--- src/hdl/hsa_pkg.sv ---
package hsa_pkg;

  // Channel and fixed-point widths
  localparam int CH_W    = 8;
  localparam int GAIN_W  = 16;
  localparam int FRAC_W  = 12;
  localparam int CQ_W    = CH_W + FRAC_W;        // chroma in Q12, capped at max << 12
  localparam int PROD_W  = CH_W + GAIN_W;        // delta * gain before the cap
  localparam int NUM_W   = CQ_W + CH_W;          // chroma * (mid - min)
  localparam int NUM_CH  = 3;

  // One quotient bit per cell; the quotient never exceeds the chroma for a non-zero divisor
  localparam int DIV_STEPS = CQ_W;

  // Registers from accept to the result strobe: four front stages,
  // the division row and the output register
  localparam int PIPE_STAGES = 4 + DIV_STEPS + 1;

  localparam logic [GAIN_W-1:0] GAIN_RESET = GAIN_W'(4096);

  // Role of a channel within its pixel
  localparam logic [1:0] SEL_MID = 2'd0;
  localparam logic [1:0] SEL_MIN = 2'd1;
  localparam logic [1:0] SEL_MAX = 2'd2;

  // Per-pixel data that rides alongside the division
  typedef struct packed {
    logic [CQ_W-1:0]              base;   // (max << 12) - chroma
    logic [CH_W-1:0]              mx;
    logic [NUM_CH-1:0][1:0]       sel;    // [0] red, [1] green, [2] blue
  } side_t;

  // Contents of one division cell
  typedef struct packed {
    logic                         valid;
    logic [CH_W-1:0]              rem;    // partial remainder, below the divisor
    logic [DIV_STEPS-1:0]         nq;     // dividend bits out at the top, quotient in below
    logic [CH_W-1:0]              dvs;    // divisor: channel delta
    side_t                        side;
  } cell_t;

endpackage

--- src/hdl/hsa_front.sv ---
module hsa_front (
  input  logic                         clk,
  input  logic                         rst,
  input  logic                         start,
  input  logic [hsa_pkg::CH_W-1:0]     in_red,
  input  logic [hsa_pkg::CH_W-1:0]     in_green,
  input  logic [hsa_pkg::CH_W-1:0]     in_blue,
  input  logic                         cfg_wr_en,
  input  logic [hsa_pkg::GAIN_W-1:0]   cfg_wr_data,
  output hsa_pkg::cell_t               head
);

  logic [hsa_pkg::GAIN_W-1:0] sat_gain;

  // stage A: extremes, middle value and channel roles
  logic                                      a_valid;
  logic [hsa_pkg::CH_W-1:0]                  a_mx;
  logic [hsa_pkg::CH_W-1:0]                  a_d;
  logic [hsa_pkg::CH_W-1:0]                  a_span;
  logic [hsa_pkg::NUM_CH-1:0][1:0]           a_sel;

  // stage B: raw chroma product
  logic                                      b_valid;
  logic [hsa_pkg::PROD_W-1:0]                b_prod;
  logic [hsa_pkg::CH_W-1:0]                  b_mx;
  logic [hsa_pkg::CH_W-1:0]                  b_d;
  logic [hsa_pkg::CH_W-1:0]                  b_span;
  logic [hsa_pkg::NUM_CH-1:0][1:0]           b_sel;

  // stage C: capped chroma and base
  logic                                      c_valid;
  logic [hsa_pkg::CQ_W-1:0]                  c_cq;
  logic [hsa_pkg::CQ_W-1:0]                  c_base;
  logic [hsa_pkg::CH_W-1:0]                  c_mx;
  logic [hsa_pkg::CH_W-1:0]                  c_d;
  logic [hsa_pkg::CH_W-1:0]                  c_span;
  logic [hsa_pkg::NUM_CH-1:0][1:0]           c_sel;

  logic [hsa_pkg::CH_W-1:0]                  mx_next;
  logic [hsa_pkg::CH_W-1:0]                  mn_next;
  logic [hsa_pkg::CH_W-1:0]                  mid_next;
  logic [hsa_pkg::NUM_CH-1:0][1:0]           sel_next;
  logic [hsa_pkg::CQ_W-1:0]                  cap;
  logic [hsa_pkg::CQ_W-1:0]                  cq_next;
  logic [hsa_pkg::NUM_W-1:0]                 num_next;

  // gain register
  always_ff @(posedge clk) begin
    if (rst) begin
      sat_gain <= hsa_pkg::GAIN_RESET;
    end else if (cfg_wr_en) begin
      sat_gain <= cfg_wr_data;
    end
  end

  // channel extremes; the middle value is the sum less max and min
  always_comb begin
    logic [hsa_pkg::CH_W-1:0]   ch [hsa_pkg::NUM_CH];
    logic [hsa_pkg::CH_W+1:0]   sum;
    ch[0] = in_red;
    ch[1] = in_green;
    ch[2] = in_blue;
    mx_next = in_red;
    mn_next = in_red;
    if (in_green > mx_next) mx_next = in_green;
    if (in_blue  > mx_next) mx_next = in_blue;
    if (in_green < mn_next) mn_next = in_green;
    if (in_blue  < mn_next) mn_next = in_blue;
    sum = {2'b0, in_red} + {2'b0, in_green} + {2'b0, in_blue}
          - {2'b0, mx_next} - {2'b0, mn_next};
    mid_next = sum[hsa_pkg::CH_W-1:0];
    for (int i = 0; i < hsa_pkg::NUM_CH; i++) begin
      priority if (ch[i] == mx_next) begin
        sel_next[i] = hsa_pkg::SEL_MAX;
      end else if (ch[i] == mn_next) begin
        sel_next[i] = hsa_pkg::SEL_MIN;
      end else begin
        sel_next[i] = hsa_pkg::SEL_MID;
      end
    end
  end

  // chroma cap and numerator of the middle channel
  always_comb begin
    cap = {b_mx, hsa_pkg::FRAC_W'(0)};
    if (b_prod > {{(hsa_pkg::PROD_W-hsa_pkg::CQ_W){1'b0}}, cap}) begin
      cq_next = cap;
    end else begin
      cq_next = b_prod[hsa_pkg::CQ_W-1:0];
    end
    num_next = {{hsa_pkg::CH_W{1'b0}}, c_cq} * {{hsa_pkg::CQ_W{1'b0}}, c_span};
  end

  // stage registers
  always_ff @(posedge clk) begin
    if (rst) begin
      a_valid    <= 1'b0;
      b_valid    <= 1'b0;
      c_valid    <= 1'b0;
      head.valid <= 1'b0;
    end else begin
      a_valid    <= start;
      b_valid    <= a_valid;
      c_valid    <= b_valid;
      head.valid <= c_valid;
    end

    a_mx    <= mx_next;
    a_d     <= mx_next - mn_next;
    a_span  <= mid_next - mn_next;
    a_sel   <= sel_next;

    b_prod  <= {{hsa_pkg::GAIN_W{1'b0}}, a_d} * {{hsa_pkg::CH_W{1'b0}}, sat_gain};
    b_mx    <= a_mx;
    b_d     <= a_d;
    b_span  <= a_span;
    b_sel   <= a_sel;

    c_cq    <= cq_next;
    c_base  <= cap - cq_next;
    c_mx    <= b_mx;
    c_d     <= b_d;
    c_span  <= b_span;
    c_sel   <= b_sel;

    // top bits of the numerator are already below the divisor
    head.rem       <= num_next[hsa_pkg::NUM_W-1:hsa_pkg::DIV_STEPS];
    head.nq        <= num_next[hsa_pkg::DIV_STEPS-1:0];
    head.dvs       <= c_d;
    head.side.base <= c_base;
    head.side.mx   <= c_mx;
    head.side.sel  <= c_sel;
  end

endmodule

--- src/hdl/hsa_div_cell.sv ---
module hsa_div_cell (
  input  logic              clk,
  input  logic              rst,
  input  hsa_pkg::cell_t    i_cell,
  output hsa_pkg::cell_t    o_cell
);

  hsa_pkg::cell_t cell_next;

  // one restoring step: bring down the next dividend bit, subtract if it fits
  always_comb begin
    logic [hsa_pkg::CH_W:0] trial;
    logic                   fits;
    trial = {i_cell.rem, i_cell.nq[hsa_pkg::DIV_STEPS-1]};
    fits  = (trial >= {1'b0, i_cell.dvs});
    cell_next = i_cell;
    if (fits) begin
      cell_next.rem = hsa_pkg::CH_W'(trial - {1'b0, i_cell.dvs});
    end else begin
      cell_next.rem = trial[hsa_pkg::CH_W-1:0];
    end
    cell_next.nq = {i_cell.nq[hsa_pkg::DIV_STEPS-2:0], fits};
  end

  always_ff @(posedge clk) begin
    if (rst) begin
      o_cell.valid <= 1'b0;
    end else begin
      o_cell.valid <= cell_next.valid;
    end
    o_cell.rem  <= cell_next.rem;
    o_cell.nq   <= cell_next.nq;
    o_cell.dvs  <= cell_next.dvs;
    o_cell.side <= cell_next.side;
  end

  // partial remainder stays below a non-zero divisor
  assert property (@(posedge clk) disable iff (rst)
    (o_cell.valid && (o_cell.dvs != '0)) |-> (o_cell.rem < o_cell.dvs))
    else $error("division cell remainder not below divisor");

endmodule

--- src/hdl/hsv_saturation_adjust_top.sv ---
// HSV saturation adjust. One RGB pixel is taken on every clock at which start
// is high and busy is low; busy is high only while rst is held, so a pixel can
// be offered on every cycle and the sustained rate is one pixel per clock. Each
// pixel comes back on out_red/out_green/out_blue through the registers listed
// below, marked by done for a single cycle, in order of entry. The
// receiver cannot stall and must take every result on the cycle it appears.
// The path runs through four front stages (extremes, gain multiply, chroma cap,
// numerator multiply), a row of 20 division cells that each resolve one
// quotient bit of the middle channel, and the output register. sat_gain
// (unsigned Q4.12, 4096 = 1.0 after reset) is written through cfg_wr_en and
// cfg_wr_data, and should only change while no pixel is in flight.
module hsv_saturation_adjust_top (
  input  logic                         clk,
  input  logic                         rst,
  input  logic                         start,
  output logic                         busy,
  input  logic [hsa_pkg::CH_W-1:0]     in_red,
  input  logic [hsa_pkg::CH_W-1:0]     in_green,
  input  logic [hsa_pkg::CH_W-1:0]     in_blue,
  input  logic                         cfg_wr_en,
  input  logic [hsa_pkg::GAIN_W-1:0]   cfg_wr_data,
  output logic                         done,
  output logic [hsa_pkg::CH_W-1:0]     out_red,
  output logic [hsa_pkg::CH_W-1:0]     out_green,
  output logic [hsa_pkg::CH_W-1:0]     out_blue
);

  hsa_pkg::cell_t                  chain [hsa_pkg::DIV_STEPS+1];
  hsa_pkg::cell_t                  tail;
  logic [hsa_pkg::CQ_W:0]          mid_sum;
  logic [hsa_pkg::CH_W-1:0]        mid_val;
  logic [hsa_pkg::CH_W-1:0]        min_val;
  logic [hsa_pkg::NUM_CH-1:0][hsa_pkg::CH_W-1:0] res_next;

  assign busy = rst;

  // front stages
  hsa_front u_front (
    .clk         (clk),
    .rst         (rst),
    .start       (start),
    .in_red      (in_red),
    .in_green    (in_green),
    .in_blue     (in_blue),
    .cfg_wr_en   (cfg_wr_en),
    .cfg_wr_data (cfg_wr_data),
    .head        (chain[0])
  );

  // division row, one quotient bit per cell
  for (genvar k = 0; k < hsa_pkg::DIV_STEPS; k++) begin : g_div
    hsa_div_cell u_cell (
      .clk    (clk),
      .rst    (rst),
      .i_cell (chain[k]),
      .o_cell (chain[k+1])
    );
  end

  assign tail = chain[hsa_pkg::DIV_STEPS];

  // channel results by role
  always_comb begin
    mid_sum = {1'b0, tail.side.base} + {1'b0, tail.nq};
    mid_val = mid_sum[hsa_pkg::CQ_W-1:hsa_pkg::FRAC_W];
    min_val = tail.side.base[hsa_pkg::CQ_W-1:hsa_pkg::FRAC_W];
    for (int i = 0; i < hsa_pkg::NUM_CH; i++) begin
      unique case (tail.side.sel[i])
        hsa_pkg::SEL_MAX: res_next[i] = tail.side.mx;
        hsa_pkg::SEL_MIN: res_next[i] = min_val;
        hsa_pkg::SEL_MID: res_next[i] = mid_val;
        default:          res_next[i] = tail.side.mx;
      endcase
    end
  end

  // output register
  always_ff @(posedge clk) begin
    if (rst) begin
      done <= 1'b0;
    end else begin
      done <= tail.valid;
    end
  end

  always_ff @(posedge clk) begin
    out_red   <= res_next[0];
    out_green <= res_next[1];
    out_blue  <= res_next[2];
  end

  // every accepted pixel raises the strobe after passing all pipeline registers
  assert property (@(posedge clk) disable iff (rst)
    (start && !busy) |-> ##(hsa_pkg::PIPE_STAGES) done)
    else $error("result strobe missing after fixed latency");

  // no strobe without a matching transaction
  assert property (@(posedge clk) disable iff (rst)
    done |-> $past(start && !busy, hsa_pkg::PIPE_STAGES))
    else $error("result strobe without an accepted transaction");

  // middle channel never exceeds the pixel maximum
  assert property (@(posedge clk) disable iff (rst)
    (tail.valid && (tail.dvs != '0)) |->
      (mid_sum <= {1'b0, tail.side.mx, hsa_pkg::FRAC_W'(0)}))
    else $error("middle channel above pixel maximum");

endmodule
--- config.mk ---
export PLATFORM = sky130hd
export DESIGN_NAME = hsv_saturation_adjust_top
export DESIGN_NICKNAME = d
export VERILOG_FILES = /design/src/hdl/hsa_pkg.sv /design/src/hdl/hsa_front.sv /design/src/hdl/hsa_div_cell.sv /design/src/hdl/hsv_saturation_adjust_top.sv
export SDC_FILE = /design/constraint.sdc
export NUM_CORES = 2
export LEC_CHECK = 0
export BUFFER_PORTS_ARGS = -buffer_cell sky130_fd_sc_hd__buf_4
export CAP_MARGIN = 25
export CORE_ASPECT_RATIO = 1.75
export CORE_UTILIZATION = 39
export CTS_CLUSTER_DIAMETER = 50
export CTS_CLUSTER_SIZE = 25
export DETAILED_ROUTE_END_ITERATION = 10
export PLACE_DENSITY_LB_ADDON = 0.2
export SETUP_SLACK_MARGIN = 0.5
export SLEW_MARGIN = 20
export SYNTH_ARGS = -nofsm -noshare
export SYNTH_HDL_FRONTEND = slang
export SYNTH_SLANG_ARGS = --single-unit
--- constraint.sdc ---
create_clock -name clk -period 17.8 [get_ports clk]
set_clock_uncertainty 0.1 [all_clocks]
set_input_delay 1.78 -clock clk [delete_from_list [all_inputs] [get_ports clk]]
set_output_delay 1.78 -clock clk [all_outputs]
set_load 0.01 [all_outputs]
==> summary.md <==
| Metric | Value |
|---|---|
| Outcome | `finished, final reports clean` |
| EDFF count, synth | `0` |
| CP Max Fanout | `13` |
| Setup violations, final | `0` |
| Die footprint | `143000 sq um` |
| Critical Path Max Stage Delay | `540 ps` |
| Synth warnings | `0` |
| # fillers | `13100` |
| R2r worst-path depth | `18` |
| Num CTS Buffers | `102` |
| Hold buffers post-CTS | `0` |
| Initial antenna violation count | `2` |
| Critical path's slowest cell | `a21o_1` |
| Final HPWL DP | `71900 um` |
| Commonest non-fill, non-tap cell in the layout | `dfxtp_1` |
| Iteration count of the initial detailed-routing pass | `5` |
| First DRT Iteration DRCs | `849` |
| Mean post-synth cell area | `12.0 sq um` |
| RSZ-0062 raised after global routing | `no` |
| Max clock buf depth | `3` |
| Clock transition at the registers of the reported paths | `80 ps` |
| Fin crit share | `48.2%` |
| CTS Sinks | `1672` |
| Post-synthesis register bit count | `1672` |
| Layout cells sized above 1 | `6.21%` |
| Synth async-reset ratio | `0%` |
| WS Path Type | `primary input to register` |
| Reg-to-Reg Start | `u_front.c_span[7]$_DFF_P_` |
| Final hold vios | `0` |
| CTS tree | `yes` |
| GP Congestion | `0.853` |
| Critical Path AT | `9050 ps` |
| Crit path capture | `u_front.a_span[7]$_DFF_P_` |
| Final slew viol count | `0` |
| GRT Residual Overflow | `0` |
| Vias in the first global route | `30700` |
| R2R Setup Slk | `11360 ps` |
| Top_reg_cell synth | `dfxtp_1` |
| Largest net degree at the start of global routing | `43` |
| Seq/Total Area, Yosys | `60.9%` |
| Port Buffers | `69` |
| Dpl ws | `8390 ps` |
| Most frequent cells in the layout | `dfxtp_1, inv_1, nand2_1` |
| Core area | `140000 sq um` |
| Global-route wire length before repair | `151000 um` |
| Slew @ Worst Pin | `1070 ps` |
| CTS HTree Levels | `3` |
| DR vias/cell | `4.44` |
| Final worst path period need | `8580 ps` |
| Initial Utilization | `39.4%` |
| Syn Inst Count | `4589` |
| TNS Setup | `0 ps` |
| Type of the worst min-delay path | `register to register` |
| Setup WS post-layout | `9220 ps` |
| Max Cap Violations | `0` |
| Clk_lat worst skew | `720 ps` |
| Vias | `29300` |
| Die height | `499 um` |
| Final net count | `5299` |
| Worst R2R End | `u_front.head[68]$_DFF_P_` |
| CP endpoint kind | `register` |
| Syn-to-layout area delta | `11.1%` |
| Mean routed wirelength per cell | `14.3 um` |
| Netlist cell types | `87` |
| Syn Nets | `5192` |
| Post-DRT Antenna Nets | `0` |
| DRC errors left | `0` |
| Die Width | `286 um` |
| Num rows | `181` |
| Worst EP required | `18280 ps` |
| Critical path launch point type | `primary input` |
| Setup Buffers After CTS | `0` |
| Slew margin rel. | `28.6%` |
| Tot GR Track Use | `13.5%` |
| Worst Setup SP | `in_red[7]` |
| Cell Area, Synth | `55000 sq um` |
| Max frequency | `117 MHz` |
| Boundary pin count | `70` |
| Final WL | `94500 um` |
| Root Buffer Master | `clkbuf_16` |
| Post-CTS resize count | `0` |
## state kept, by name (all words and copies together) (netlist names), 8 cells and up
register             flops
u_front.head            71
u_front.c_base          19
u_front.b_mx             8
g_div.u_cell.o_cell   1404
u_front.a_mx             8
u_front.b_span           8
u_front.c_span           8
u_front.a_d              8
u_front.b_d              8
u_front.a_span           8
u_front.c_mx             8
out_blue                 8
u_front.c_d              8
u_front.b_prod          24
u_front.sat_gain        16
out_red                  8
out_green                8
u_front.c_cq            20
## worst min path at each step
stage                                             startpoint                                 end  cells after the start
final                     g_div[0].u_cell.o_cell[46]$_DFF_P_  g_div[1].u_cell.o_cell[47]$_DFF_P_                      0
after global routing                u_front.head[29]$_DFF_P_  g_div[0].u_cell.o_cell[29]$_DFF_P_                      0
after CTS                 g_div[3].u_cell.o_cell[60]$_DFF_P_  g_div[4].u_cell.o_cell[61]$_DFF_P_                      0
after detailed placement            u_front.head[30]$_DFF_P_  g_div[0].u_cell.o_cell[30]$_DFF_P_                      0
after global placement    g_div[6].u_cell.o_cell[28]$_DFF_P_  g_div[7].u_cell.o_cell[28]$_DFF_P_                      0
after floorplan                      u_front.head[0]$_DFF_P_   g_div[0].u_cell.o_cell[0]$_DFF_P_                      0
## metrics by stage
stage	std cells	utilization, %	hold WS (ps)	cell area [sq um]
CTS	6590	43.8	212	61000
finish	6597	43.8	209	61100
global route	6597	43.8	204	61100
global placement	6415	41.2	210	57500
floorplan	4589	-	210	55000
detailed placement	6416	41.2	212	57500
## layout make-up
type | instances | area, sq um | share of cell area (%)
Multi-Input combinational cell | 2295 | 19200 | 31.4
Antenna cell | 1 | 2.50 | 0.00410
Sequential cell | 1672 | 33500 | 54.8
Tap cell | 1830 | 2290 | 3.75
Clock inverter | 58 | 832 | 1.36
Inverter | 543 | 2040 | 3.34
Timing Repair Buffer | 82 | 616 | 1.01
Clock buffer | 116 | 2690 | 4.40
## layer usage
metal	track usage (%)	routed length, um	vias up
met2	28.3	55300	364
li1	-	-	14900
met4	8.10	5250	0
met5	0	0	-
met1	11.5	31700	13800
met3	1.76	2320	209
## logic make-up (layout without fill, tap and decap cells)
group | after synthesis | after routing | share of synthesized area, %
flip-flops | 1672 | 1672 | 60.9
AND/OR/NAND/NOR | 930 | 930 | 8.34
buffers and inverters | 622 | 799 | 4.29
adder cells (fa/ha/maj) | 559 | 559 | 15.9
AO/OA/AOI/OAI | 552 | 552 | 6.32
XOR/XNOR | 179 | 179 | 2.85
multiplexers | 75 | 75 | 1.42
other | 0 | 1 | 0
## cells in the mapped netlist, types with 5 or more instances
master	count	area (sq um)
a21boi_0	34	255
a21o_1	30	225
a21oi_1	104	521
a31o_2	5	43.8
and2_1	143	895
and3_1	9	56.3
clkbuf_1	68	255
dfxtp_1	1672	33500
fa_1	233	4660
ha_1	326	4080
inv_1	543	2040
mux2_2	5	56.3
mux2i_1	66	661
nand2_1	354	1330
nand2b_1	25	156
nand3_1	12	60.1
nand4_1	49	307
nor2_1	166	623
nor2b_1	87	544
nor3_1	21	105
nor4_1	6	37.5
o211a_1	20	200
o211ai_1	6	45.0
o21a_1	16	120
o21ai_0	223	1120
o21bai_1	13	97.6
o22ai_1	5	31.3
o31ai_1	46	345
or2_2	5	31.3
or3_1	8	50.1
or4_1	24	180
xnor2_1	114	998
xor2_1	65	569
## worst max-delay path, delay by kind of cell
family	cells	cell delay, ps
simple gates	6	1080
xor+xnor	4	470
buf+inv	5	380
compound gates	11	2760
mux	1	380
fa+ha+maj	6	2160
Power is left out: the tool's default activity adds up to more than one toggle a clock period on the data nets, which glitch-free logic cannot reach.
